`config.mk`:
```
export PLATFORM = sky130hd
export DESIGN_NAME = qslerp_delay
export DESIGN_NICKNAME = d
export VERILOG_FILES = /design/src/sv/qslerp_delay.sv
export SDC_FILE = /design/constraint.sdc
export NUM_CORES = 1
export LEC_CHECK = 0
export BUFFER_PORTS_ARGS = -buffer_cell sky130_fd_sc_hd__buf_2
export CORE_MARGIN = 2
export CORE_UTILIZATION = 46
export DETAILED_ROUTE_END_ITERATION = 6
export GPL_TIMING_DRIVEN = 0
export PLACE_DENSITY_LB_ADDON = 0.15
export SKIP_LAST_GASP = 1
export SLEW_MARGIN = 30
export SYNTH_ARGS = -nofsm -noshare
export SYNTH_HDL_FRONTEND = slang
export SYNTH_SLANG_ARGS = --single-unit
```
`constraint.sdc`:
```
create_clock -name clock -period 0.8 [get_ports clock]
set_input_delay 0 -clock clock [delete_from_list [all_inputs] [get_ports clock]]
set_output_delay 0 -clock clock [all_outputs]
set_load 0.02 [all_outputs]
```
`src/sv/qslerp_delay.sv`:
```
// ----------------------------------------------------------------------------
// qslerp_delay
// Enabled shift line that carries side data alongside a chain of cells.
// ----------------------------------------------------------------------------
module qslerp_delay #(
   parameter int W     = 8,
   parameter int DEPTH = 4
) (
   input  logic         clock,
   input  logic         en,
   input  logic [W-1:0] src_data,
   output logic [W-1:0] dst_data
);

   logic [W-1:0] line_ff [DEPTH];

   // shift on advance
   always_ff @(posedge clock) begin
      if (en) begin
         line_ff[0] <= src_data;
         for (int i = 1; i < DEPTH; i++) begin
            line_ff[i] <= line_ff[i-1];
         end
      end
   end

   assign dst_data = line_ff[DEPTH-1];

endmodule

```
==> results.sh <==
export IMPL_status="complete, but fails checks"
export IMPL_violations="negative setup slack"
export IMPL_p_leak_nw=0.462
export IMPL_grt_pass1_wl_um=1760
export IMPL_seq_power_share=0.611
export IMPL_top_regs="line_ff (32)"
export IMPL_htree_levels=2
export IMPL_die_h_um=49.7
export IMPL_wirelength_um=1020
export IMPL_yosysSeqAreaShare=1.00
export IMPL_largest_reg_flops=32
export IMPL_rr_worst_depth=0
export IMPL_slew_headroom=0.567
export IMPL_grt_max_degree=33
export IMPL_startpoint_type="flip-flop"
export IMPL_setup_viol=8
export IMPL_finalSetupTns_ns=-0.343
export IMPL_timing_rr_end="line_ff[2][5]$_DFFE_PP_"
export IMPL_place_gp_congestion=0.609
export IMPL_cp_slowest_stage_delay_ns=0.37
export IMPL_worstHoldEndpoint="line_ff[0][3]$_DFFE_PP_"
export IMPL_nFillCells=161
export IMPL_path_buf_inv=1
export IMPL_slowest_stage="edfxtp_1"
export IMPL_layout_min_cycle_time_ns=0.849
export IMPL_ys_types=1
export IMPL_final_util=0.640
export IMPL_synthCells=32
export IMPL_path_clk_slew_ns=0.09
export IMPL_synth_most_common_cell="edfxtp_1"
export IMPL_synth_edf_count=32
export IMPL_clockPowerShare=0.347
export IMPL_r2r_start="line_ff[1][5]$_DFFE_PP_"
export IMPL_path_class="flip-flop to output port"
export IMPL_diodes=0
export IMPL_syn_avg_cell_area_um2=30.0
export IMPL_first_global_vias=395
export IMPL_root_buffer="clkbuf_4"
export IMPL_yosysWarnings=0
export IMPL_antenna_found_initial=0
export IMPL_clockBufferDepth=2
export IMPL_cap_viol_max_count=0
export IMPL_ir_drop_mv=1.61
export IMPL_min_from="en"
export IMPL_grt_usage=0.110
export IMPL_ios=18
export IMPL_multiInputCombCellCount=0
export IMPL_rsz0062_at_grt="true"
export IMPL_final_cells=92
export IMPL_synthToLayoutAreaGrowth_pct=30.6
export IMPL_core_area_um2=1960
export IMPL_worstHoldPathType="primary input to flip-flop"
export IMPL_num_rows=16
export IMPL_path_max_fanout=1
export IMPL_hold_violations=0
export IMPL_tightestPinTransition_ns=0.650
export IMPL_crit_path_end_kind="output port"
export IMPL_netSwitchingFraction=0.177
export IMPL_io_buffers=17
export IMPL_syn_nets=42
export IMPL_cts_buffers_inserted=5
export IMPL_synth_top_area_cell="edfxtp_1"
export IMPL_start_util=0.490
export IMPL_worstPathCellList="buf_2"
export IMPL_synth_ff_type="edfxtp_1"
export IMPL_dr_first_iter_drc_count=1
export IMPL_yosysTopAreaCellShare=1.00
export IMPL_post_dp_hpwl_um=568
export IMPL_fin_crit_sh=1.06
export IMPL_skew_ns=0.00720
export IMPL_post_cts_setup_buffers=0
export IMPL_async_reset_ff_frac=0
export IMPL_routed_via_density=4.36
export IMPL_num_vias=401
export IMPL_wl_per_cell_um=11.1
export IMPL_min_path_cells=1
export IMPL_power_switching_uw=580
export IMPL_clk_latency_ns=0.32
export IMPL_drive_gt1_frac=0.369
export IMPL_regMostFlops="line_ff"
export IMPL_required_ns=0.80
export IMPL_pwr_share_comb=0.042
export IMPL_synthTopCellsByArea="edfxtp_1 100%"
export IMPL_place_inst=76
export IMPL_drc=0
export IMPL_cp_top_family="flip-flops"
export IMPL_ys_seq_elements=32
export IMPL_critPathArrivalTime_ns=0.85
export IMPL_worst_slack_ns=-0.0487
export IMPL_cts_sinks=32
export IMPL_p_per_area_nw_per_um2=2610
export IMPL_slew_violations=0
export IMPL_power_internal_mw=2.69
export IMPL_nNetsFinal=74
export IMPL_ant_nets=0
export IMPL_cts_tree="built"
export IMPL_synth_top_cells_by_count="32 x edfxtp_1"
export IMPL_grt_ovfl_total=0
export IMPL_multi_input_area_um2=0
export IMPL_die_area_um2=2470
export IMPL_first_pass_iters=2
export IMPL_reg2reg_setup_slack_ns=0.16
export IMPL_die_w_um=49.7
export IMPL_fmax_mhz=1180
export IMPL_synth_area_um2=961
-- final cells by class --
type	instances	area [um2]	share of cell area
clock buffer	6	41.3	0.0329
clock inverter	2	35.0	0.0279
sequential	32	961	0.766
tap	27	33.8	0.0269
timing repair buffer	25	184	0.147
-- worst max path at each step --
stage,cells after the start,slack [ns],startpoint,end
3_3_place_gp,1,-0.05,en,line_ff[3][4]$_DFFE_PP_
3_5_place_dp,1,-0.11,en,line_ff[3][4]$_DFFE_PP_
4_1_cts,1,-0.09,line_ff[3][7]$_DFFE_PP_,dst_data[7]
2_1_floorplan,0,0.21,line_ff[0][0]$_DFFE_PP_,line_ff[1][0]$_DFFE_PP_
5_1_grt,1,-0.12,line_ff[3][5]$_DFFE_PP_,dst_data[5]
6_report,1,-0.05,line_ff[3][2]$_DFFE_PP_,dst_data[2]
-- metrics by stage --
stage                     hold WS (ns)  instance area [um2]  setup slack [ns]  total power [mW]
after floorplan                 0.0989                  961             0.211              2.06
after global placement           0.177                 1080           -0.0495              2.12
after detailed placement         0.178                 1080            -0.115              2.14
after CTS                        0.242                 1240           -0.0859              3.31
after global routing             0.270                 1250            -0.115              3.42
final                            0.248                 1250           -0.0487              3.27
-- placed cells by master, fill, tap and decap left out --
| cell type | count |
|---|---|
| buf_2 | 14 |
| clkbuf_4 | 5 |
| bufinv_16 | 1 |
| dlygate4sd3_1 | 8 |
| edfxtp_1 | 32 |
| clkinv_2 | 1 |
| buf_6 | 3 |
| clkbuf_1 | 1 |
-- logic make-up after synthesis --
| logic type | after synthesis | synth area share |
|---|---|---|
| flops | 32 | 1.00 |
-- power groups by stage --
stage	Sequential, mW	Combinational [mW]	Clock, mW
final	2.00	0.137	1.14
after global routing	2.01	0.150	1.26
after CTS	2.00	0.129	1.18
after detailed placement	2.04	0.0999	0
after global placement	2.03	0.0957	0
after floorplan	2.06	0	0
-- timing repair --
action | CTS | global route
endpoints found under the setup margin | 8 | 8
pin swaps | 0 | 0
hold buffers | 8 | 0
endpoints found under the hold margin | 8 | 0
resized for setup | 0 | 6
-- routing by layer --
metal / GRT usage / up-vias / part of all wire
met2: 0.160 / 24 / 0.51
met4: 0.0972 / 0 / 0.021
li1: - / 192 / -
met5: 0 / - / 0
met3: 0.0636 / 3 / 0.094
met1: 0.112 / 182 / 0.37
Power figures use the tool's default switching activity.
