`src/sv/qslerp_pkg.sv`:
```
// ----------------------------------------------------------------------------
// qslerp_pkg
// Shared widths, angle constants and the arctangent table of the quaternion
// slerp pipeline.
// ----------------------------------------------------------------------------
package qslerp_pkg;

   // cordic
   localparam int CORDIC_STEPS = 14;
   localparam int XY_W         = 34;
   localparam int Z_W          = 18;
   localparam int ANGLE_W      = 15;
   localparam int ATAN_W       = 13;

   // square root
   localparam int SQRT_IN_W = 62;
   localparam int ROOT_W    = 31;
   localparam int REM_W     = 33;

   // misc
   localparam int SINE_W  = 32;
   localparam int BLEND_W = 17;

   localparam logic [ANGLE_W-1:0]   HALF_PI_Q13     = 15'd12868;
   localparam logic [ANGLE_W-1:0]   PI_Q13          = 15'd25736;
   localparam logic [BLEND_W-1:0]   BLEND_ONE       = 17'd65536;
   localparam logic signed [XY_W-1:0] CORDIC_INV_GAIN = 34'sd652032874;
   localparam logic [SQRT_IN_W-1:0] ONE_Q60         = {2'b01, 60'd0};

   // atan(2^-i) in unsigned Q0.13
   localparam logic [ATAN_W-1:0] ATAN_TABLE [CORDIC_STEPS] = '{
      13'd6434, 13'd3798, 13'd2007, 13'd1019, 13'd511, 13'd256, 13'd128,
      13'd64, 13'd32, 13'd16, 13'd8, 13'd4, 13'd2, 13'd1
   };

   typedef logic signed [XY_W-1:0] xy_type;
   typedef logic signed [Z_W-1:0]  z_type;
   typedef logic [ANGLE_W-1:0]     angle_type;
   typedef logic [SQRT_IN_W-1:0]   radicand_type;
   typedef logic [ROOT_W-1:0]      root_type;
   typedef logic [REM_W-1:0]       rem_type;

endpackage

```
`src/sv/qslerp_div_cell.sv`:
```
// ----------------------------------------------------------------------------
// qslerp_div_cell
// One quotient bit of a restoring divide, for all four components at once.
// ----------------------------------------------------------------------------
module qslerp_div_cell #(
   parameter int COMP_W  = 16,
   parameter int NUM_W   = 51,
   parameter int BIT_POS = 0
) (
   input  logic                        clock,
   input  logic                        en,
   input  logic [3:0][NUM_W-1:0]       src_rem,
   input  logic [3:0][COMP_W-1:0]      src_q,
   input  qslerp_pkg::root_type        src_s,
   output logic [3:0][NUM_W-1:0]       dst_rem,
   output logic [3:0][COMP_W-1:0]      dst_q,
   output qslerp_pkg::root_type        dst_s
);
   import qslerp_pkg::*;

   logic [NUM_W-1:0]         divisor;
   logic [3:0][NUM_W-1:0]    rem_ff, rem_in;
   logic [3:0][COMP_W-1:0]   q_ff, q_in;
   root_type                 s_ff;

   // compare against the shifted divisor
   always_comb begin
      divisor = NUM_W'(src_s) << BIT_POS;
      for (int k = 0; k < 4; k++) begin
         if (src_rem[k] >= divisor) begin
            rem_in[k] = src_rem[k] - divisor;
            q_in[k]   = src_q[k] | (COMP_W'(1) << BIT_POS);
         end else begin
            rem_in[k] = src_rem[k];
            q_in[k]   = src_q[k];
         end
      end
   end

   always_ff @(posedge clock) begin
      if (en) begin
         rem_ff <= rem_in;
         q_ff   <= q_in;
         s_ff   <= src_s;
      end
   end

   assign dst_rem = rem_ff;
   assign dst_q   = q_ff;
   assign dst_s   = s_ff;

endmodule

```
`config.mk`:
```
export PLATFORM = sky130hd
export DESIGN_NAME = qslerp_div_cell
export DESIGN_NICKNAME = d
export VERILOG_FILES = /design/src/sv/qslerp_pkg.sv /design/src/sv/qslerp_div_cell.sv
export SDC_FILE = /design/constraint.sdc
export NUM_CORES = 1
export LEC_CHECK = 0
export BUFFER_PORTS_ARGS = -buffer_cell sky130_fd_sc_hd__buf_2
export CORE_AREA = 2 2 236 238
export DETAILED_ROUTE_END_ITERATION = 10
export DIE_AREA = 0 0 238 240
export GPL_ROUTABILITY_DRIVEN = 0
export PLACE_DENSITY = 0.55
export SKIP_CTS_REPAIR_TIMING = 1
export SLEW_MARGIN = 20
export SYNTH_ARGS = -nofsm -noshare
export SYNTH_HDL_FRONTEND = slang
export SYNTH_SLANG_ARGS = --single-unit
```
`constraint.sdc`:
```
create_clock -name clock -period 5.8 [get_ports clock]
set_input_delay 1.16 -clock clock [delete_from_list [all_inputs] [get_ports clock]]
set_output_delay 1.16 -clock clock [all_outputs]
set_load 0.01 [all_outputs]
```
==> impl_metrics.toml, run 1 <==
[pwr]
ir_drop_mv = 0.239
leakagePower_nw = 10.1
powerDensity_nw_per_um2 = 282

[logic_synthesis]
synth_top_cell_by_area = "edfxtp_1"
syn_nets = 2341
async_flop_share_pct = 0
synthTopCellsByArea = "edfxtp_1 47%, ha_1 8.1%, xnor2_1 4.5%"
yosys_warnings = 0
synth.distinct_cells = 73
syn_area_um2 = 19200
synth_ff_type = "edfxtp_1"
synth_most_common_cell = "edfxtp_1"
synth_area_per_cell_um2 = 10.1
synth-seq-cells = 299
synth_top_area_share_pct = 46.7
ys_seq_area_share_pct = 46.7
synth_common_cells = "299 x edfxtp_1, 200 x nand2_1, 162 x a21oi_1"
syn_inst = 1912
synth_enable_flop_cells = 299

[clock_network]
cts_tree = "yes"
cts_max_level = 2
cts_inserted_buffers = 36
ctsLongestPathBuffers = 3
root_buffer = "clkbuf_16"
clock_sinks = 299
clk_pin_slew_ps = 60

[worst_setup_path]
crit_path_max_fanout = 36
path_class = "input port to register"
slowest_delay_ps = 690
cp.arrival_ps = 4850
crit_path_start_kind = "input port"
crit_cells = 11
path_delay_family = "compound AO/OA/AOI/OAI gates"
path_cells = "buf_2 > inv_1 > ha_1 > nor2b_1 > o211ai_1 > a31o_2 > a41oi_1 > a31oi_1 > o211ai_4 > buf_4 > mux2_2"
cp-endpoint = "dst_rem[167]"
startpoint = "src_s[1]"
crit_buf_inv = 3
crit_slowest_cell = "o211ai_4"
endpoint_kind = "register"
crit_required_ps = 6110

[floorplan]
start_util_pct = 35.2
io_pins = 600
rows = 86
die_h_um = 240
die_area_um2 = 57100
core-area_um2 = 54700
die_width_um = 238

[finish]
area_growth_pct = 25.5
fin_nets = 2912
drive_gt1_share_pct = 28.2

[job]
cap_violations = 0

[drt]
ant_nets = 0
drtPass1Iterations = 5
vias = 17300
vias_per_cell = 5.39
drc = 0
drt_iter0_markers = 1170
routed_wl_um = 69300
routedWlPerCell_um = 21.5

[global_routing]
grt_max_degree = 116
grt.total_usage_pct = 23.0
grt_pass1_wl_um = 98800
antenna_found_initial = 8
grt_pass1_vias = 16300
grt_overflow = 0

[timing]
worst-slew-pin-transition_ps = 889
layout_setup_ws_ps = 1260
min_period_ps = 4540
tns_ps = 0
slew_violations = 0
hold_viol_final = 0
finalSetupViolations = 0
fmax_mhz = 220
post-route-period-util_pct = 78.3
relSlewSlack_pct = 40.2
rsz0062_at_grt = "no"

[status]
status = "complete, no violations"

[placement]
dp_slack_ps = 700
hpwl_um = 54000
numPortBuffers = 599

[worst_hold_path]
holdCritPathClass = "input port to register"
stage by stage:
stage               util (%)  power, mW  cells  instance area [um^2]  hold WS (ps)
floorplan                  -       3.74   1912                 19200          1260
global route            44.2       7.12   3217                 24100           751
detailed placement      42.0       4.50   3149                 22900          1340
global placement        42.0       4.49   3149                 22900          1340
CTS                     44.2       6.88   3214                 24100           739
finish                  44.2       6.82   3218                 24100           779
cell usage in the layout (no fill, tap or decap), types with 14 or more instances in the layout:
master,n
edfxtp_1,299
nand3_1,47
o21bai_1,29
ha_1,124
or4_1,15
or3_1,15
nor3_1,46
o21a_1,16
a31oi_1,19
inv_1,70
a21o_1,63
nand2_1,200
xnor2_1,99
o21ai_0,142
nand4_1,42
xor2_1,90
nor2b_1,14
nor2_1,132
clkbuf_16,37
buf_2,598
a21oi_1,162
nor4_1,21
and3_1,17
final cells by class:
| class | instances | area (um^2) |
|---|---|---|
| antenna | 4 | 10.0 |
| multi-input combinational | 1467 | 9710 |
| fill | 5352 | 30500 |
| timing repair buffer | 609 | 3110 |
| sequential | 299 | 8980 |
| tap | 704 | 881 |
| clock inverter | 24 | 259 |
| inverter | 70 | 263 |
| clock buffer | 41 | 941 |
metal layers:
layer	GRT usage (%)	up-vias	wire length [um]
li1	-	8273	-
met1	30.5	8254	30000
met2	37.6	703	32200
met3	4.34	106	4970
met4	8.03	4	2170
met5	0	-	27
worst min path at each step:
stage	start	end	cells past startpoint
floorplan	src_q[10]	dst_q[10]	0
CTS	src_q[62]	dst_q[62]	1
finish	src_q[62]	dst_q[62]	1
global route	src_q[62]	dst_q[62]	1
global placement	src_q[3]	dst_q[3]	1
detailed placement	src_q[43]	dst_q[43]	1
power breakdown:
part	internal, mW	switching (mW)	leakage [nW]
registers	2.70	0.0716	2.93
clock network	1.39	0.958	0.582
logic	0.652	1.04	6.56
registers in the layout, summed over array words and instances, names as in the netlist:
register  count
dst_rem     204
dst_q        64
dst_s        31
logic make-up after synthesis:
| kind of cell | synth area share (%) |
|---|---|
| AND/OR/NAND/NOR | 15.8 |
| AO/OA/AOI/OAI | 16.8 |
| flip-flops | 46.7 |
| XOR/XNOR | 8.60 |
| buffers and inverters | 3.03 |
| adder cells (fa/ha/maj) | 8.48 |
| multiplexers | 0.631 |
(Power assumes the default switching activity.)
==> run 2: changes to the inputs <==
==> constraint.sdc (replaced) <==
create_clock -name clock -period 4.2 [get_ports clock]
set_input_delay 0.84 -clock clock [delete_from_list [all_inputs] [get_ports clock]]
set_output_delay 0.84 -clock clock [all_outputs]
set_load 0.01 [all_outputs]
==> run 2 against run 1 <==
  * Total power grew 36%
  * Setup slack got worse by 830 ps
  * Cell count is 3.4% higher
  * Die area unchanged
  * First-iteration DRC count is essentially flat
  * Cell area grew 3.4%
  * Global-route usage grew 0.52 points
  * Hold slack got worse by 320 ps
  * Critical path depth increased by 1
  * Clock power up 28%
  * Via count grew 1.8%
  * Flip-flop and latch count unchanged
  * Largest cell class unchanged
  * Largest power group unchanged
  * Highest routed layer unchanged
==> impl_metrics.toml, run 2 (synthesis gave the netlist of run 1 again) <==
[timing]
finalSetupViolations = 0
timing.hold.ws_ps = 459
post-route-period-util_pct = 89.8
worst-slew-pin-transition_ps = 812
layout_setup_ws_ps = 428
slew_violations = 0
relSlewSlack_pct = 45.4
min_period_ps = 3770
rsz0062_at_grt = "no"
hold_viol_final = 0
fmax_mhz = 265

[drt]
drc = 0
drtPass1Iterations = 5
vias = 17600
routed_wl_um = 70300
drt_iter0_markers = 1169
ant_nets = 0
vias_per_cell = 5.30
routedWlPerCell_um = 21.1

[worst_setup_path]
crit_path_max_fanout = 5
crit_buf_inv = 2
cp.arrival_ps = 4060
crit_path_start_kind = "input port"
path_class = "input port to register"
crit_required_ps = 4490
crit_slowest_cell = "a211oi_1"
path_delay_family = "compound AO/OA/AOI/OAI gates"
slowest_delay_ps = 420
path_cells = "buf_2 > inv_1 > ha_1 > a21oi_1 > o21ai_0 > or3_1 > a211oi_1 > nor4b_1 > o31ai_1 > nand4b_1 > nor3_1 > xor2_1"
endpoint_kind = "register"

[pwr]
powerDensity_nw_per_um2 = 373
leakagePower_nw = 10.6
ir_drop_mv = 0.245

[finish]
fin_nets = 3022
final_common_cell = "buf_2"
drive_gt1_share_pct = 31.1
fin_util_pct = 45.7
final_cell_mix = "598 x buf_2, 299 x edfxtp_1, 200 x nand2_1, 162 x a21oi_1, 142 x o21ai_0"
largest_reg_flops = 204
multiInputGateArea_um2 = 9710
regArea_um2 = 8980
fillCellCount = 5289
design_area_um2 = 25000
area_growth_pct = 29.8

[worst_hold_path]
holdCritPathClass = "input port to register"

[global_routing]
grt_overflow = 0
grt.total_usage_pct = 23.5
grt_pass1_wl_um = 102000
antenna_found_initial = 6
grt_max_degree = 83
grt_pass1_vias = 17000

[clock_network]
cts_tree = "yes"
ctsLongestPathBuffers = 3
cts_max_level = 2
cts_inserted_buffers = 37
clk_pin_slew_ps = 60
clock_sinks = 299
root_buffer = "clkbuf_16"

[floorplan]
die_h_um = 240
core-area_um2 = 54700
io_pins = 600
rows = 86
die_area_um2 = 57100
die_width_um = 238
start_util_pct = 35.2

[job]
cap_violations = 0

[placement]
hpwl_um = 56400
numPortBuffers = 599
placedInstanceArea_um2 = 23900
dp_slack_ps = -75.7

[status]
status = "complete, no violations"
## run 2: cell types whose count changed in the layout (fill, tap and decap cells not counted), sizes merged
cell,delta
buf,+109
bufinv,-3
clkbuf,+1
clkinv,+1
## run 2: cell type report
type	count	share of cell area, %
antenna	4	0.0401
clock buffer	42	3.78
clock inverter	22	0.676
inverter	70	1.05
multi-input combinational	1467	38.9
sequential	299	35.9
tap	704	3.53
timing repair buffer	718	16.1
## run 2: routing by layer
| layer | vias to the layer above | part of all wire [%] | global-route usage [%] |
|---|---|---|---|
| met5 | - | 0.073 | 0 |
| met4 | 8 | 2.7 | 7.25 |
| met3 | 96 | 7.4 | 4.52 |
| met2 | 702 | 46 | 38.2 |
| met1 | 8360 | 44 | 31.7 |
| li1 | 8478 | - | - |
## run 2: metrics by stage
step | setup TNS [ps] | total power [mW] | std cells
CTS | 0 | 9.38 | 3322
detailed placement | -108 | 6.34 | 3258
global placement | -99.0 | 6.33 | 3258
global route | 0 | 9.72 | 3324
floorplan | 0 | 5.17 | 1912
finish | 0 | 9.31 | 3326
## run 2: path summary, 6_finish.rpt
check / start / endpoint / slack [ps] / cells after the start
hold / removal: src_q[27] / dst_q[27] / 460 / 1
setup / recovery: src_s[16] / dst_rem[41] / 430 / 12
## run 2: power by group
part           leakage [nW]  switching (mW)  total [mW]  internal, mW
registers              2.93          0.0985        3.83          3.73
logic                  7.12            1.48        2.47         0.994
clock network         0.542            1.27        3.01          1.74
