--- src/sv/qslerp_pkg.sv ---
// ----------------------------------------------------------------------------
// qslerp_pkg
// Shared widths, angle constants and the arctangent table of the quaternion
// slerp pipeline.
// ----------------------------------------------------------------------------
package qslerp_pkg;

   // cordic
   localparam int CORDIC_STEPS = 14;
   localparam int XY_W         = 34;
   localparam int Z_W          = 18;
   localparam int ANGLE_W      = 15;
   localparam int ATAN_W       = 13;

   // square root
   localparam int SQRT_IN_W = 62;
   localparam int ROOT_W    = 31;
   localparam int REM_W     = 33;

   // misc
   localparam int SINE_W  = 32;
   localparam int BLEND_W = 17;

   localparam logic [ANGLE_W-1:0]   HALF_PI_Q13     = 15'd12868;
   localparam logic [ANGLE_W-1:0]   PI_Q13          = 15'd25736;
   localparam logic [BLEND_W-1:0]   BLEND_ONE       = 17'd65536;
   localparam logic signed [XY_W-1:0] CORDIC_INV_GAIN = 34'sd652032874;
   localparam logic [SQRT_IN_W-1:0] ONE_Q60         = {2'b01, 60'd0};

   // atan(2^-i) in unsigned Q0.13
   localparam logic [ATAN_W-1:0] ATAN_TABLE [CORDIC_STEPS] = '{
      13'd6434, 13'd3798, 13'd2007, 13'd1019, 13'd511, 13'd256, 13'd128,
      13'd64, 13'd32, 13'd16, 13'd8, 13'd4, 13'd2, 13'd1
   };

   typedef logic signed [XY_W-1:0] xy_type;
   typedef logic signed [Z_W-1:0]  z_type;
   typedef logic [ANGLE_W-1:0]     angle_type;
   typedef logic [SQRT_IN_W-1:0]   radicand_type;
   typedef logic [ROOT_W-1:0]      root_type;
   typedef logic [REM_W-1:0]       rem_type;

endpackage

--- src/sv/qslerp_sqrt_cell.sv ---
// ----------------------------------------------------------------------------
// qslerp_sqrt_cell
// One digit of a restoring integer square root: two radicand bits in, one
// root bit out.
// ----------------------------------------------------------------------------
module qslerp_sqrt_cell (
   input  logic                     clock,
   input  logic                     en,
   input  qslerp_pkg::radicand_type src_rad,
   input  qslerp_pkg::rem_type      src_rem,
   input  qslerp_pkg::root_type     src_root,
   output qslerp_pkg::radicand_type dst_rad,
   output qslerp_pkg::rem_type      dst_rem,
   output qslerp_pkg::root_type     dst_root
);
   import qslerp_pkg::*;

   logic [REM_W+1:0] part;
   logic [REM_W+1:0] trial;
   logic             fits;
   radicand_type     rad_ff, rad_in;
   rem_type          rem_ff, rem_in;
   root_type         root_ff, root_in;

   // trial subtract of the next root bit
   always_comb begin
      part    = {src_rem, src_rad[SQRT_IN_W-1 -: 2]};
      trial   = {2'b00, src_root, 2'b01};
      fits    = part >= trial;
      rem_in  = fits ? REM_W'(part - trial) : REM_W'(part);
      root_in = {src_root[ROOT_W-2:0], fits};
      rad_in  = {src_rad[SQRT_IN_W-3:0], 2'b00};
   end

   always_ff @(posedge clock) begin
      if (en) begin
         rad_ff  <= rad_in;
         rem_ff  <= rem_in;
         root_ff <= root_in;
      end
   end

   assign dst_rad  = rad_ff;
   assign dst_rem  = rem_ff;
   assign dst_root = root_ff;

endmodule

--- config.mk ---
export PLATFORM = sky130hd
export DESIGN_NAME = qslerp_sqrt_cell
export DESIGN_NICKNAME = d
export VERILOG_FILES = /design/src/sv/qslerp_pkg.sv /design/src/sv/qslerp_sqrt_cell.sv
export SDC_FILE = /design/constraint.sdc
export NUM_CORES = 1
export LEC_CHECK = 0
export BUFFER_PORTS_ARGS = -buffer_cell sky130_fd_sc_hd__buf_2
export CAP_MARGIN = 15
export CORE_MARGIN = 1.5
export CORE_UTILIZATION = 30
export CTS_CLUSTER_DIAMETER = 200
export DETAILED_ROUTE_END_ITERATION = 7
export HOLD_SLACK_MARGIN = 0.03
export SLEW_MARGIN = 20
export SYNTH_ARGS = -nofsm -noshare
export SYNTH_HDL_FRONTEND = slang
export SYNTH_SLANG_ARGS = --single-unit
--- constraint.sdc ---
create_clock -name clock -period 2.9 [get_ports clock]
set_input_delay 0.58 -clock clock [delete_from_list [all_inputs] [get_ports clock]]
set_output_delay 0.58 -clock clock [all_outputs]
set_load 0.1 [all_outputs]
==> flow_summary.ini, run 1 <==
[status]
status = finished, final reports clean

[yosys]
synthDistinctLibCells = 60
ys_seq_elements = 124
ys_async_sr_fraction = 0
synth_edf_count = 124
yosysSeqAreaShare = 0.574
synth_area_um2 = 6490
synth.yosys.warnings = 0
ys.flop_type = edfxtp_1
synth.avg_cell_area_um2 = 12.7
syn_inst = 513

[sta]
rsz0062_at_grt = no
slew_headroom = 0.585
post-route-period-util = 0.945
final.setup.worst_slack_ps = 161
hold_violations = 0
slew_violations = 0
period_minus_slack_ps = 2740
worst_pin_slew_ps = 607
setup_viol = 0
tns_ps = 0
fmax_mhz = 365

[cts]
cts.sinks = 124
postCtsSetupBuffers = 0
clk_pin_slew_ps = 70
cts-resized-gates = 0
cts_made_buffers = 17
cts_root_buf = clkbuf_16
hold_buffers = 0
cts_tree = built
clk_path_buf_depth = 2
htree_levels = 4

[critical_path]
start_kind = primary input
cp.arrival_ps = 2910
critPathMaxFanout = 26
required_ps = 3070
critical_path_class = primary input to register
critPathCaptureType = register

[layout]
final_area_um2 = 9330
syn2layout_area_growth_pct = 43.7
final_common_cell = buf_2
drive_gt1_frac = 0.476
stdcell_count = 1132
final_cell_mix = buf_2, edfxtp_1, buf_4, inv_1, a21oi_1
final_nets = 1003

[global_routing]
grt-ovfl-total = 0
grt_pass1_vias = 5225
grt_start_max_net_pins = 46
antenna_found_initial = 3
gr-usage-met3 = 0.0427
track_usage = 0.164
use_met2 = 0.290
grt_pass1_wl_um = 27800
use_met1 = 0.188
grt-busiest-layer = met2

[power_and_ir_drop]
cellPowerDensity_nw_per_um2 = 752
switching_share = 0.395
leakage_nw = 4.10
power_frac_seq = 0.319
clkPwrFrac = 0.336
peakVddDrop_mv = 0.355
p_total_w = 0.00702
p_comb_frac = 0.345
p_int_w = 0.00424
power.switching_w = 0.00277

[die]
ios = 254
die_width_um = 150
num_rows = 53
core_area_um2 = 21200
start_util = 0.307
die_height_um = 150
die-area_um2 = 22500

[placed_design]
gp_congestion = 0.870
dpl-instance-area_um2 = 8690
hpwl_um = 14700
dpl.cell_count = 1098
io_buffers = 251
pre_cts_slack_ps = -259

[routing]
ant_nets = 0
vias_per_cell = 4.63
wl_per_cell_um = 16.5
wl_um = 18700
drt_iter0_drc = 320
dr.pass1.iters = 4
vias = 5242
drc = 0

[worst_hold_path]
min_path_type = primary input to register
whs_path_depth = 1

[flow_run]
maxCapViolCount = 0
## flip-flops by register name, summed over array words and instances (netlist names)
name and cells:
dst_root 31, dst_rad 60, dst_rem 33
## through the flow
step,hold slack (ps),utilization
3_5_place_dp,758,0.411
2_1_floorplan,679,-
5_1_grt,308,0.441
4_1_cts,305,0.441
6_report,329,0.441
3_3_place_gp,757,0.411
## cells by family (layout without fill, tap and decap cells)
family / after synthesis / after routing / share of synthesized area
multiplexers: 28 / 28 / 0.0582
AND/OR/NAND/NOR: 111 / 111 / 0.0837
AO/OA/AOI/OAI: 127 / 127 / 0.136
other: 1 / 4 / 0.000578
adder cells (fa/ha/maj): 33 / 33 / 0.0636
flip-flops: 124 / 124 / 0.574
XOR/XNOR: 24 / 24 / 0.0324
buffers and inverters: 65 / 406 / 0.0515
## final timing paths
kind	start	end	slack (ps)
worst max-delay path	src_root[15]	dst_rem[2]$_DFFE_PP_	160
worst min-delay path	src_rad[4]	dst_rad[6]$_DFFE_PP_	330
## final cells by class
cell class	instances	area [um2]
inverter	51	204
sequential	124	3720
clock inverter	14	210
multi-input combinational	325	2590
fill	2035	11800
timing repair buffer	323	1830
tap	275	344
clock buffer	18	429
antenna	2	5.00
## synthesized netlist by cell type, types with 2 or more instances
| library cell | n | area, um2 |
|---|---|---|
| nand2b_1 | 6 | 37.5 |
| and2_1 | 2 | 12.5 |
| nand2_1 | 30 | 113 |
| o21a_1 | 7 | 52.6 |
| clkbuf_1 | 2 | 7.51 |
| nor2b_1 | 2 | 12.5 |
| o2111ai_1 | 2 | 17.5 |
| inv_1 | 50 | 188 |
| o21ai_0 | 20 | 100 |
| nor2_1 | 27 | 101 |
| mux2_2 | 6 | 67.6 |
| a211o_1 | 3 | 26.3 |
| nor3_1 | 11 | 55.1 |
| a2111oi_0 | 3 | 26.3 |
| edfxtp_1 | 124 | 3720 |
| o211ai_1 | 10 | 75.1 |
| o21ai_1 | 2 | 10.0 |
| ha_1 | 33 | 413 |
| and3_1 | 4 | 25.0 |
| a211oi_1 | 4 | 30.0 |
| buf_4 | 2 | 15.0 |
| buf_12 | 3 | 60.1 |
| mux2_4 | 18 | 270 |
| a221oi_1 | 3 | 26.3 |
| nand3_1 | 12 | 60.1 |
| a21oi_1 | 37 | 185 |
| o21bai_1 | 5 | 37.5 |
| xor2_1 | 2 | 17.5 |
| buf_2 | 5 | 25.0 |
| buf_6 | 2 | 22.5 |
| o31ai_1 | 6 | 45.0 |
| mux2i_1 | 4 | 40.0 |
| a31oi_1 | 2 | 12.5 |
| o31a_1 | 2 | 17.5 |
| nand4_1 | 6 | 37.5 |
| a21oi_2 | 3 | 26.3 |
| a21o_1 | 4 | 30.0 |
| nor4_1 | 5 | 31.3 |
| xnor2_1 | 22 | 193 |
| a21boi_0 | 2 | 15.0 |
## power groups by stage
stage          clock [W]  sequential [W]  combinational (W)
6_report         0.00236         0.00224            0.00242
5_1_grt          0.00247         0.00226            0.00254
4_1_cts          0.00243         0.00224            0.00243
3_5_place_dp           0         0.00228            0.00243
3_3_place_gp           0         0.00227            0.00242
2_1_floorplan          0         0.00358           0.000592
## metal layers
| metal | vias up | share of wire |
|---|---|---|
| met5 | - | 0.00037 |
| met4 | 2 | 0.016 |
| met3 | 21 | 0.076 |
| met2 | 192 | 0.50 |
| met1 | 2425 | 0.41 |
| li1 | 2602 | - |
## worst max-delay path, stage by stage
cell and delay (ps):
buf_2 100, inv_1 40, ha_1 370, nand4_1 180, nor2_1 170, nand3_1 120
o2111ai_2 350, a41oi_4 170, o21a_4 260, inv_12 170, mux2_2 370
No activity file was read; power rests on OpenSTA's default activity.
==> inputs of run 2 (changes only) <==
Settings changed: ABC_AREA set to 1, BUFFER_PORTS_ARGS -buffer_cell sky130_fd_sc_hd__buf_2 to -buffer_cell sky130_fd_sc_hd__buf_4.
==> run 2 against run 1 <==
Compared with the run above: global-route usage increased by 0.47 points; cell count increased by 24%; routed wire length up 12%; total power is 1.8% lower; critical path type unchanged; combinational power about the same; area after synthesis is 8.8% higher.
==> flow_summary.ini, run 2 <==
[critical_path]
critPathMostFrequentCell = nand2_1
critical_path_class = primary input to register
critPathMaxFanout = 35
critPathCaptureType = register
max_stage_delay_ps = 400
required_ps = 3060
start_kind = primary input
crit_family = simple AND/OR/NAND/NOR gates
slowest_stage = nor2_4
crit_start = src_rem[26]
path_cells = buf_4, ha_1, nand2_1, nand2_1, a21oi_1, nand2b_1, nand3_2, nor2_4, nand2_8, nand2_1, nand2_1
cp.arrival_ps = 2540
path_buf_inv = 1

[global_routing]
antenna_found_initial = 0
track_usage = 0.169
grt_pass1_vias = 5796
grt_pass1_wl_um = 31000
grt_start_max_net_pins = 65
grt-ovfl-total = 0

[die]
die_width_um = 156
num_rows = 55
die-area_um2 = 24500
core_area_um2 = 22800
start_util = 0.309
ios = 254
die_height_um = 156

[status]
status = finished, final reports clean

[routing]
vias_per_cell = 4.29
dr.pass1.iters = 4
wl_per_cell_um = 14.8
met1_length_um = 8770
vias = 6051
wl_met3_um = 1430
ant_nets = 0
drt_iter0_drc = 291
routed-wl-met2_um = 10400
wl_um = 20900
top_layer_used = met4
drc = 0

[yosys]
yosys-top-cells-area = edfxtp_1, nand2_1, inv_1
syn_inst = 814
yosysSeqAreaShare = 0.527
ys_async_sr_fraction = 0
synth.avg_cell_area_um2 = 8.67
synth.yosys.warnings = 0
synth_top_area_frac = 0.527
yosysTopAreaCell = edfxtp_1
ys.flop_type = edfxtp_1
ys_seq_elements = 124
synthDistinctLibCells = 32
synth_area_um2 = 7060
synth_most_common_cell = nand2_1
synthTopCellsByCount = nand2_1, inv_1, edfxtp_1, nand3_1, nor2_1
synth_edf_count = 124

[cts]
cts-resized-gates = 0
hold_buffers = 0
cts_made_buffers = 17
cts.sinks = 124
cts_root_buf = clkbuf_16
cts_tree = built
postCtsSetupBuffers = 0
htree_levels = 4
clk_pin_slew_ps = 60
clk_path_buf_depth = 2

[sta]
post-route-period-util = 0.820
setup_viol = 0
hold_violations = 0
slew_violations = 0
fmax_mhz = 420
rsz0062_at_grt = no
tns_ps = 0
period_minus_slack_ps = 2380

[power_and_ir_drop]
clkPwrFrac = 0.326
cellPowerDensity_nw_per_um2 = 693
leakage_nw = 5.05
switching_share = 0.403
p_int_w = 0.00411
peakVddDrop_mv = 0.326
power_frac_seq = 0.325
power.switching_w = 0.00278
p_comb_frac = 0.349

[layout]
drive_gt1_frac = 0.301
final_cell_mix = nand2_1, buf_4, inv_1, edfxtp_1, nand3_1
final_nets = 1243
syn2layout_area_growth_pct = 40.9
largest_register_ffs = 60
final_common_cell = nand2_1
final_area_um2 = 9950
n_fill_cell = 2305

[flow_run]
maxCapViolCount = 0

[placed_design]
io_buffers = 251
dpl-instance-area_um2 = 9330
gp_congestion = 0.877
hpwl_um = 16600

[worst_hold_path]
min_path_type = primary input to register
hp-start = src_rad[54]
-- run 2: changes by cell type in the layout (fill, tap and decap cells not counted), sizes merged, moves of 22 or more --
cell   delta
nand2   +267
inv     +116
buf      -64
nand3    +62
mux2     -24
o21ai    -22
-- run 2: layer usage --
layer / up-vias / global-route usage
met4: 0 / 0.0512
met1: 2727 / 0.200
met2: 200 / 0.302
met5: - / 0
li1: 3113 / -
met3: 11 / 0.0396
-- run 2: worst paths after layout --
check / to / cells past startpoint
hold / removal: dst_rad[56]$_DFFE_PP_ / 1
setup / recovery: dst_rem[12]$_DFFE_PP_ / 11
-- run 2: kinds of logic (layout without fill, tap and decap cells) --
| group | count (synthesis) | after routing | share of synthesized area |
|---|---|---|---|
| AND/OR/NAND/NOR | 443 | 443 | 0.279 |
| buffers and inverters | 176 | 456 | 0.101 |
| flip-flops | 124 | 124 | 0.527 |
| adder cells (fa/ha/maj) | 33 | 33 | 0.0585 |
| AO/OA/AOI/OAI | 23 | 23 | 0.0170 |
| XOR/XNOR | 14 | 14 | 0.0174 |
| other | 1 | 3 | 0.000531 |
-- run 2: power groups by stage --
stage | combinational (W) | sequential (W) | clock [W]
after global routing | 0.00254 | 0.00225 | 0.00238
after global placement | 0.00240 | 0.00228 | 0
after CTS | 0.00242 | 0.00224 | 0.00231
final | 0.00240 | 0.00224 | 0.00225
after detailed placement | 0.00242 | 0.00228 | 0
after floorplan | 0.000531 | 0.00354 | 0
-- run 2: stage by stage --
step	total power, W	utilization	hold slack [ps]	cells	worst slack [ps]
after detailed placement	0.00470	0.409	759	1376	54.4
final	0.00689	0.435	338	1409	521
after CTS	0.00698	0.435	321	1408	507
after global placement	0.00468	0.409	758	1376	96.3
after global routing	0.00717	0.435	315	1408	306
after floorplan	0.00407	-	679	815	738
-- run 2: layout make-up --
class,count,area [um2],share of cell area
sequential,124,3720,0.374
multi-input combinational,515,2630,0.264
timing repair buffer,259,1970,0.198
inverter,165,619,0.0622
clock buffer,18,429,0.0431
tap,313,392,0.0394
clock inverter,14,184,0.0185
antenna,1,2.50,0.000252
