$ cat src/sv/qslerp_pkg.sv
// ----------------------------------------------------------------------------
// qslerp_pkg
// Shared widths, angle constants and the arctangent table of the quaternion
// slerp pipeline.
// ----------------------------------------------------------------------------
package qslerp_pkg;

   // cordic
   localparam int CORDIC_STEPS = 14;
   localparam int XY_W         = 34;
   localparam int Z_W          = 18;
   localparam int ANGLE_W      = 15;
   localparam int ATAN_W       = 13;

   // square root
   localparam int SQRT_IN_W = 62;
   localparam int ROOT_W    = 31;
   localparam int REM_W     = 33;

   // misc
   localparam int SINE_W  = 32;
   localparam int BLEND_W = 17;

   localparam logic [ANGLE_W-1:0]   HALF_PI_Q13     = 15'd12868;
   localparam logic [ANGLE_W-1:0]   PI_Q13          = 15'd25736;
   localparam logic [BLEND_W-1:0]   BLEND_ONE       = 17'd65536;
   localparam logic signed [XY_W-1:0] CORDIC_INV_GAIN = 34'sd652032874;
   localparam logic [SQRT_IN_W-1:0] ONE_Q60         = {2'b01, 60'd0};

   // atan(2^-i) in unsigned Q0.13
   localparam logic [ATAN_W-1:0] ATAN_TABLE [CORDIC_STEPS] = '{
      13'd6434, 13'd3798, 13'd2007, 13'd1019, 13'd511, 13'd256, 13'd128,
      13'd64, 13'd32, 13'd16, 13'd8, 13'd4, 13'd2, 13'd1
   };

   typedef logic signed [XY_W-1:0] xy_type;
   typedef logic signed [Z_W-1:0]  z_type;
   typedef logic [ANGLE_W-1:0]     angle_type;
   typedef logic [SQRT_IN_W-1:0]   radicand_type;
   typedef logic [ROOT_W-1:0]      root_type;
   typedef logic [REM_W-1:0]       rem_type;

endpackage

$ cat src/sv/qslerp_cordic_cell.sv
// ----------------------------------------------------------------------------
// qslerp_cordic_cell
// One micro-rotation of a CORDIC, steered by y (vectoring) or by z
// (rotation).
// ----------------------------------------------------------------------------
module qslerp_cordic_cell #(
   parameter int INDEX  = 0,
   parameter bit VECTOR = 1'b0
) (
   input  logic               clock,
   input  logic               en,
   input  qslerp_pkg::xy_type src_x,
   input  qslerp_pkg::xy_type src_y,
   input  qslerp_pkg::z_type  src_z,
   output qslerp_pkg::xy_type dst_x,
   output qslerp_pkg::xy_type dst_y,
   output qslerp_pkg::z_type  dst_z
);
   import qslerp_pkg::*;

   xy_type xs, ys;
   z_type  step;
   logic   pos;
   xy_type x_ff, x_in, y_ff, y_in;
   z_type  z_ff, z_in;

   // positive turn: x -= y', y += x', z -= atan
   always_comb begin
      xs   = src_x >>> INDEX;
      ys   = src_y >>> INDEX;
      step = Z_W'(ATAN_TABLE[INDEX]);
      pos  = VECTOR ? src_y[XY_W-1] : !src_z[Z_W-1];
      if (pos) begin
         x_in = src_x - ys;
         y_in = src_y + xs;
         z_in = src_z - step;
      end else begin
         x_in = src_x + ys;
         y_in = src_y - xs;
         z_in = src_z + step;
      end
   end

   always_ff @(posedge clock) begin
      if (en) begin
         x_ff <= x_in;
         y_ff <= y_in;
         z_ff <= z_in;
      end
   end

   assign dst_x = x_ff;
   assign dst_y = y_ff;
   assign dst_z = z_ff;

endmodule

$ cat config.mk
export PLATFORM = sky130hd
export DESIGN_NAME = qslerp_cordic_cell
export DESIGN_NICKNAME = d
export VERILOG_FILES = /design/src/sv/qslerp_pkg.sv /design/src/sv/qslerp_cordic_cell.sv
export SDC_FILE = /design/constraint.sdc
export NUM_CORES = 1
export LEC_CHECK = 0
export ABC_AREA = 1
export BUFFER_PORTS_ARGS = -buffer_cell sky130_fd_sc_hd__buf_2
export CAP_MARGIN = 20
export CORE_MARGIN = 2
export CORE_UTILIZATION = 35
export DETAILED_ROUTE_END_ITERATION = 6
export SYNTH_ARGS = -nofsm -noshare
export SYNTH_HDL_FRONTEND = slang
export SYNTH_SLANG_ARGS = --single-unit
$ cat constraint.sdc
create_clock -name clock -period 2.9 [get_ports clock]
set_clock_uncertainty 0.2 [all_clocks]
set_input_delay 0.29 -clock clock [delete_from_list [all_inputs] [get_ports clock]]
set_output_delay 0.29 -clock clock [all_outputs]
set_load 0.01 [all_outputs]
==> reports/qor.yml, run 1 <==
routing:
  routed_wl_um: 38400
  num_vias: 11600
  drc: 0
  wl_per_cell_um: 17.1
  drt_iter0_markers: 1030
  vias_per_cell: 5.17
  drtPass1Iterations: 6
  ant_nets: 0
layout:
  antenna-diode-count: 0
  nFillCells: 3280
  utilization: 0.408
  syn2layout_area_growth_pct: 15.0
  seqCellArea_um2: 2550
  instances_no_fill: 2244
  nNetsFinal: 2050
  final_area_um2: 12400
  multi_input_area_um2: 6960
  drive_above_1_share: 0.157
place:
  place.gp.congestion: 0.947
  dpl_cell_area_um2: 12100
  place_hpwl_um: 32200
  post-place-cells: 2226
  port_buffers: 173
  place_ws_ns: 0.115
run:
  cap_viol_max_count: 0
synth:
  syn_area_um2: 10800
  avgSynthCellArea_um2: 6.49
  ys.flop_type: "edfxtp_1"
  synthTopCellsByArea: "edfxtp_1, nand2_1, ha_1, inv_1, nand3_1"
  synthCells: 1668
  yosysSeqAreaShare: 0.236
  yosysWarnings: 0
  synth.most_common_cell: "nand2_1"
  synth_seq_cells: 85
  yosys.area.top_type: "edfxtp_1"
  synth.distinct_cells: 52
  synth_common_cells: "nand2_1, inv_1, nand3_1, nor2_1, a21oi_1"
  async_reset_ff_frac: 0
  syn-num-nets: 1875
  synth-edff-count: 85
  synth.top_cell.area_share: 0.236
timing:
  holdWs_ns: 0.112
  hold_viol_final: 0
  setup_viol: 0
  slew_headroom: 0.430
  min_period_over_period: 0.870
  rsz0062_at_grt: "no"
  fin_crit_ns: 2.52
  fmax_ghz: 0.396
  fin_tns_setup_ns: 0
  drv_slew: 0
  worst_pin_slew_ns: 0.855
  finalWorstSetupSlack_ns: 0.377
worst_setup_path:
  setup.worst_path.end_class: "flip-flop"
  cp.required_ns: 2.81
  worstSetupStartpointType: "input port"
  critPathArrivalTime_ns: 2.44
  crit_fanout: 8
  critPathKind: "in2reg"
cts:
  clk_path_buf_depth: 2
  cts.sink_count: 85
  postCtsResizedCells: 0
  clk_pin_slew_ns: 0.07
  numCtsBuffers: 9
  cts_hold_buf: 2
  cts_max_level: 3
  cts_tree: "built"
  post_cts_buffers: 0
  root_buffer: "clkbuf_16"
run_status:
  outcome: "completed"
min_path:
  worst_hold_path.endpoint: "dst_z[2]"
  min_path_cells: 2
  hold_class: "in2reg"
  hold_start: "src_z[2]"
floorplanning:
  start_util: 0.355
  core-area_um2: 30500
  rows: 64
  dieArea_um2: 32400
  dieHeight_um: 180
  io_pins: 174
  die-width_um: 180
pwr:
  leakagePower_nw: 6.41
  pwr-share-comb: 0.446
  ir_drop_mv: 0.281
  internal_power_mw: 2.94
  p_switching_mw: 2.14
  p_sw_frac: 0.422
  cellPowerDensity_nw_per_um2: 408
  p_seq_frac: 0.323
  totalPowerFinal_mw: 5.08
  clkPwrFrac: 0.231
grt:
  grt_max_degree: 73
  grt_pass1_wl_um: 60000
  antenna_found_initial: 0
  grt_pass1_vias: 11100
  gr-usage-all-layers: 0.235
  grt_overflow: 0
==> flip-flops by register name (all words and copies together) (netlist names) <==
name   cells
dst_y     33
dst_z     18
dst_x     34
==> placed cells by master (no fill, tap or decap), types with 7 or more instances in the layout <==
master and count:
nand2_1 467, nor3_1 16, o22ai_1 7, inv_1 251
nor2_1 135, buf_4 35, ha_1 115, a21oi_1 125
xor2_1 32, o21bai_1 15, nor2_2 16, buf_2 172
inv_2 10, nand4_1 15, nand3_1 165, edfxtp_1 85
nand2_2 13, o21ai_1 8, clkbuf_16 9, o21ai_0 90
==> power groups by stage <==
stage | sequential [mW] | clock (mW) | combinational (mW)
after floorplan | 1.76 | 0 | 1.33
after global placement | 1.66 | 0 | 2.21
after detailed placement | 1.67 | 0 | 2.22
after CTS | 1.64 | 1.21 | 2.23
after global routing | 1.66 | 1.25 | 2.51
final | 1.64 | 1.17 | 2.26
==> per-layer routing <==
layer,GRT usage,up-vias,wire length (um)
met5,0,-,0
met4,0.0722,0,1130
li1,-,5737,-
met2,0.379,480,16900
met3,0.0314,58,2590
met1,0.325,5325,17700
==> final cells by class <==
class,count,share of cell area
multi-input combinational,1273,0.559
clock buffer,9,0.0181
clock inverter,7,0.00462
sequential,85,0.205
timing repair buffer,210,0.0935
inverter,264,0.0800
tap,396,0.0398
==> critical path, cell delays in order <==
cell and delay (ns):
buf_2 0.11, inv_1 0.04, ha_1 0.45, a21oi_1 0.42, o21ai_0 0.25, a21oi_1 0.38, nor2_1 0.09, nor2_1 0.15
nand3_1 0.09, nand3_1 0.09, nand2_1 0.07
==> how the worst max path moves through the flow <==
stage               slack, ns       from  cells past startpoint         to
floorplan                0.43  src_z[17]                     10  dst_z[10]
global placement         0.09   src_y[0]                     14  dst_y[32]
detailed placement       0.12  src_x[22]                     11  dst_x[33]
CTS                      0.49   src_z[1]                     12  dst_z[11]
global route             0.20  src_x[13]                     14  dst_x[23]
finish                   0.38  src_x[22]                     11  dst_x[33]
==> cells by family (layout without fill, tap and decap cells) <==
group / count (synthesis) / in the layout / synth area share
AOI/OAI and AO/OA: 267 / 267 / 0.134
xor gates and xnor gates: 37 / 37 / 0.0306
adders and majority gates: 119 / 119 / 0.140
buffers and inverters: 310 / 490 / 0.122
DFF: 85 / 85 / 0.236
muxes: 1 / 1 / 0.000925
and+or+nand+nor: 849 / 849 / 0.337
Note: power is estimated with default switching activity, not from simulation.
==> inputs of run 2 (changes only) <==
ABC_AREA = unset   (was 1)
TNS_END_PERCENT = 50   (was unset)
==> reports/qor.yml, run 2 <==
cts:
  cts.sink_count: 85  # unchanged
  clk_pin_slew_ns: 0.07  # about the same
  cts_max_level: 3  # unchanged
  numCtsBuffers: 9  # unchanged
  clk_path_buf_depth: 2  # unchanged
  root_buffer: "clkbuf_16"  # unchanged
  cts_tree: "built"  # unchanged
pwr:
  ir_drop_mv: 0.247  # was 0.281 mV
  cellPowerDensity_nw_per_um2: 425  # was 408 nW/um^2
  leakagePower_nw: 5.99  # was 6.41 nW
  totalPowerFinal_mw: 5.40  # was 5.08 mW
timing:
  worst_pin_slew_ns: 0.650  # was 0.855 ns
  drv_slew: 0  # unchanged
  fin_crit_ns: 2.90  # was 2.52 ns
  slew_headroom: 0.567  # was 0.430
  min_period_over_period: 1.00  # was 0.870
  setup_viol: 1  # was 0
  hold_viol_final: 0  # unchanged
  rsz0062_at_grt: "yes"  # was no
  finalWorstSetupSlack_ns: -0.00303  # was 0.377 ns
  holdWs_ns: 0.0360  # was 0.112 ns
  fmax_ghz: 0.344  # was 0.396 GHz
run:
  cap_viol_max_count: 0  # unchanged
floorplanning:
  dieHeight_um: 165  # was 180 um
  rows: 59  # was 64
  die-width_um: 165  # was 180 um
  io_pins: 174  # unchanged
  start_util: 0.353  # was 0.355
  core-area_um2: 25800  # was 30500 um^2
  dieArea_um2: 27300  # was 32400 um^2
routing:
  drc: 0  # unchanged
  wl_per_cell_um: 17.2  # was 17.1 um
  ant_nets: 0  # unchanged
  drt_iter0_markers: 677  # was 1030
  drtPass1Iterations: 5  # was 6
  vias_per_cell: 5.20  # was 5.17
  num_vias: 9522  # was 11.6k
  routed_wl_um: 31500  # was 38400 um
worst_setup_path:
  setup.worst_path.end_class: "flip-flop"  # unchanged
  worstSetupStartpointType: "input port"  # unchanged
  crit_chain: "buf_8 -> buf_6 -> fa_2 -> nand2b_1 -> a221oi_2 -> o41a_1 -> a21o_1 -> a2111oi_4 -> o32a_4 -> o21ai_4 -> a311oi_2 -> xor2_1"  # was buf_2 -> inv_1 -> ha_1 -> a21oi_1 -> o21ai_0 -> a21oi_1 -> nor2_1 -> nor2_1 -> nand3_1 -> nand3_1 -> nand2_1
  crit_fanout: 4  # was 8
  path_buf_inv: 2  # unchanged
  crit_family: "compound AO/OA/AOI/OAI gates"  # unchanged
  cp.required_ns: 2.80  # was 2.81 ns
  critPathArrivalTime_ns: 2.81  # was 2.44 ns
  critPathKind: "in2reg"  # unchanged
  critical_path.slowest_cell: "fa_2"  # was ha_1
  critPathMaxStageDelay_ns: 0.41  # was 0.45 ns
synth:
  yosysWarnings: 0  # unchanged
  yosys.area.top_type: "edfxtp_1"  # unchanged
  synth.top_cell.area_share: 0.281  # was 0.236
  avgSynthCellArea_um2: 8.43  # was 6.49 um^2
  yosysSeqAreaShare: 0.281  # was 0.236
  synth.distinct_cells: 70  # was 52
  ys.flop_type: "edfxtp_1"  # unchanged
  synth_common_cells: "a21oi_1, ha_1, inv_1, nor2_1, edfxtp_1"  # was nand2_1, inv_1, nand3_1, nor2_1, a21oi_1
  syn-num-nets: 1286  # was 1875
  async_reset_ff_frac: 0  # unchanged
  synthCells: 1079  # was 1668
  synth.most_common_cell: "a21oi_1"  # was nand2_1
  syn_area_um2: 9100  # was 10800 um^2
  synth-edff-count: 85  # unchanged
  synthTopCellsByArea: "edfxtp_1, ha_1, a21oi_1, xnor2_1, inv_1"  # was edfxtp_1, nand2_1, ha_1, inv_1, nand3_1
  synth_seq_cells: 85  # unchanged
layout:
  antenna-diode-count: 0  # unchanged
  layout_commonest_cell: "buf_4"  # was nand2_1
  mostFrequentLayoutCells: "buf_4, buf_2, a21oi_1"  # was nand2_1, inv_1, buf_2
  seqCellArea_um2: 2550  # unchanged
  instances_no_fill: 1832  # was 2244
  multi_input_area_um2: 6070  # was 6960 um^2
  nFillCells: 2544  # was 3280
  nNetsFinal: 1699  # was 2050
  largest_reg_flops: 34  # unchanged
  utilization: 0.494  # was 0.408
  syn2layout_area_growth_pct: 39.9  # was 15.0%
  drive_above_1_share: 0.335  # was 0.157
grt:
  grt_max_degree: 52  # was 73
  gr-usage-all-layers: 0.230  # was 0.235
  grt_pass1_wl_um: 49100  # was 60000 um
  grt_pass1_vias: 9517  # was 11.1k
  grt_overflow: 0  # unchanged
  antenna_found_initial: 0  # unchanged
place:
  place_hpwl_um: 25900  # was 32200 um
  post-place-cells: 1813  # was 2226
  place.gp.congestion: 0.926  # was 0.947
  place_ws_ns: -0.436  # was 0.115 ns
  port_buffers: 173  # unchanged
run_status:
  outcome: "finished with violations"  # was completed
  violations: "negative setup slack"
min_path:
  hold_class: "in2reg"  # unchanged
==> run 2: cell type report <==
class | instances | share of cell area
Sequential cell | 85 | 0.201
Inverter | 116 | 0.0342
Timing Repair Buffer | 446 | 0.232
Multi-Input combinational cell | 834 | 0.477
Tap cell | 335 | 0.0329
Clock buffer | 9 | 0.0177
Clock inverter | 7 | 0.00629
==> run 2: per-layer routing <==
layer / vias up / part of all wire / track usage
li1: 4702 / - / -
met1: 4435 / 0.46 / 0.304
met2: 330 / 0.45 / 0.383
met3: 55 / 0.065 / 0.0365
met4: 0 / 0.027 / 0.0779
met5: - / 0 / 0
==> run 2: through the flow <==
step           TNS [ns]  area [um^2]
2_1_floorplan   -0.0729         9160
3_3_place_gp      -9.06        12300
3_5_place_dp     -10.29        12300
4_1_cts               0        12600
5_1_grt          -0.203        12700
6_report       -0.00303        12700
==> run 2: what timing repair did <==
item                                   in CTS  in global routing
resized for setup                           4                 32
setup endpoints to repair                   6                 28
endpoints found under the hold margin       1                  0
pin swaps                                   1                  5
buffers inserted                            0                  2
hold buffers                                1                  0
==> run 2: final timing paths <==
check      from         to  slack [ns]  depth (start not counted)
min    src_z[1]   dst_z[1]        0.04                          2
max    src_x[1]  dst_y[32]      -0.003                         12
==> run 2: logic make-up after synthesis <==
logic type | count (synthesis) | synth area share
compound gates | 366 | 0.258
xor+xnor | 76 | 0.0732
fa+ha+maj | 119 | 0.167
buf+inv | 160 | 0.0692
flops | 85 | 0.281
mux | 18 | 0.0198
simple gates | 255 | 0.132
==> run 2: power by group <==
part / internal [mW] / leakage [nW] / switching [mW]
Combinational: 1.12 / 5.01 / 1.32
Sequential: 1.63 / 0.832 / 0.0647
Clock: 0.682 / 0.148 / 0.578
==> inputs of run 3 (changes only) <==
BUFFER_PORTS_ARGS = -buffer_cell sky130_fd_sc_hd__clkbuf_2   (was -buffer_cell sky130_fd_sc_hd__buf_2)
SETUP_SLACK_MARGIN = 0.1   (was unset)
TNS_END_PERCENT = 5   (was 50)
==> reports/qor.yml, run 3 (synthesis gave the netlist of run 2 again) <==
routing:
  drc: 0  # unchanged
  ant_nets: 0  # unchanged
  drt_iter0_markers: 721  # was 677
  drtPass1Iterations: 7  # was 5
  vias_per_cell: 5.22  # was 5.20
  routed_wl_um: 31700  # was 31500 um
  wl_per_cell_um: 17.3  # was 17.2 um
  num_vias: 9546  # was 9522
run:
  cap_viol_max_count: 0  # unchanged
timing:
  min_period_over_period: 0.995  # was 1.00
  fin_crit_ns: 2.89  # was 2.90 ns
  hold_viol_final: 0  # unchanged
  fmax_ghz: 0.346  # was 0.344 GHz
  slew_headroom: 0.544  # was 0.567
  setup_viol: 0  # was 1
  worst_pin_slew_ns: 0.685  # was 0.650 ns
  rsz0062_at_grt: "yes"  # unchanged
  drv_slew: 0  # unchanged
worst_setup_path:
  cp.required_ns: 2.79  # was 2.80 ns
  setup.worst_path.end_class: "flip-flop"  # unchanged
  critPathKind: "in2reg"  # unchanged
  crit_fanout: 4  # unchanged
  critPathArrivalTime_ns: 2.78  # was 2.81 ns
  worstSetupStartpointType: "input port"  # unchanged
cts:
  post_cts_buffers: 0  # unchanged
  clk_pin_slew_ns: 0.07  # about the same
  root_buffer: "clkbuf_16"  # unchanged
  cts_max_level: 3  # unchanged
  clk_path_buf_depth: 2  # unchanged
  cts.sink_count: 85  # unchanged
  cts_tree: "built"  # unchanged
  numCtsBuffers: 9  # unchanged
pwr:
  ir_drop_mv: 0.228  # was 0.247 mV
  totalPowerFinal_mw: 5.39  # was 5.40 mW
  cellPowerDensity_nw_per_um2: 423  # was 425 nW/um^2
  leakagePower_nw: 6.02  # was 5.99 nW
floorplanning:
  die-width_um: 165  # unchanged
  io_pins: 174  # unchanged
  core-area_um2: 25800  # unchanged
  dieHeight_um: 165  # unchanged
  start_util: 0.353  # unchanged
  rows: 59  # unchanged
  dieArea_um2: 27300  # unchanged
layout:
  drive_above_1_share: 0.339  # was 0.335
  utilization: 0.495  # was 0.494
  final_area_um2: 12800  # was 12700 um^2
  syn2layout_area_growth_pct: 40.3  # was 39.9%
  largest_reg_flops: 34  # unchanged
  antenna-diode-count: 0  # unchanged
  nNetsFinal: 1696  # was 1699
  layout_commonest_cell: "buf_4"  # unchanged
  mostFrequentLayoutCells: "buf_4, clkbuf_2, a21oi_1"  # was buf_4, buf_2, a21oi_1
place:
  port_buffers: 173  # unchanged
  dpl_cell_area_um2: 12200  # was 12300 um^2
  place_hpwl_um: 26000  # was 25900 um
  place.gp.congestion: 0.948  # was 0.926
grt:
  gr-usage-all-layers: 0.229  # was 0.230
  grt_max_degree: 56  # was 52
  grt_pass1_vias: 9294  # was 9517
  antenna_found_initial: 0  # unchanged
  grt_overflow: 0  # unchanged
  grt_pass1_wl_um: 48800  # was 49100 um
min_path:
  hold_class: "in2reg"  # unchanged
run_status:
  outcome: "completed"  # was finished with violations
-- run 3: routing by layer --
metal | vias up | part of all wire | global-route usage
li1 | 4701 | - | -
met1 | 4465 | 0.46 | 0.312
met2 | 338 | 0.46 | 0.383
met3 | 42 | 0.059 | 0.0277
met4 | 0 | 0.021 | 0.0640
met5 | - | 0 | 0
-- run 3: worst paths after layout --
kind	start	end	slack (ns)	cells after the start
setup / recovery	src_x[1]	dst_y[32]	0.01	12
hold / removal	src_z[1]	dst_z[1]	0.03	2
-- run 3: metrics by stage --
step	cells	hold slack (ns)	setup slack (ns)	TNS, ns
floorplan	1079	0.189	-0.0367	-0.146
global route	1829	0.0497	-0.0750	-0.563
global placement	1812	0.273	-0.606	-9.42
CTS	1829	0.0195	0.0380	0
finish	1829	0.0301	0.0136	0
detailed placement	1812	0.279	-0.576	-10.86
-- run 3: report_power, final --
group | switching [mW] | internal (mW) | leakage (nW) | total, mW
Sequential | 0.0656 | 1.63 | 0.832 | 1.70
Combinational | 1.34 | 1.12 | 5.05 | 2.46
Clock | 0.562 | 0.671 | 0.140 | 1.23
-- run 3: layout make-up --
type	instances	area [um^2]
Clock buffer	9	225
Fill cell	2489	13000
Multi-Input combinational cell	834	6120
Timing Repair Buffer	443	2940
Clock inverter	7	71.3
Sequential cell	85	2550
Inverter	116	435
Tap cell	335	419
-- run 3: repair_timing --
action,4_1_cts,5_1_grt
hold endpoints to repair,1,0
setup endpoints to repair,21,37
pin swaps,7,6
hold buffers,1,0
gates resized for setup,21,22
-- run 3: worst max-delay path: stages --
cell and delay [ns]:
clkbuf_2 0.10, buf_6 0.13, fa_2 0.41, nand2b_1 0.11, a221oi_2 0.07, o41a_1 0.37, a21o_1 0.25, a2111oi_4 0.35
o32a_2 0.26, o21ai_4 0.08, a311oi_2 0.26, xor2_1 0.09
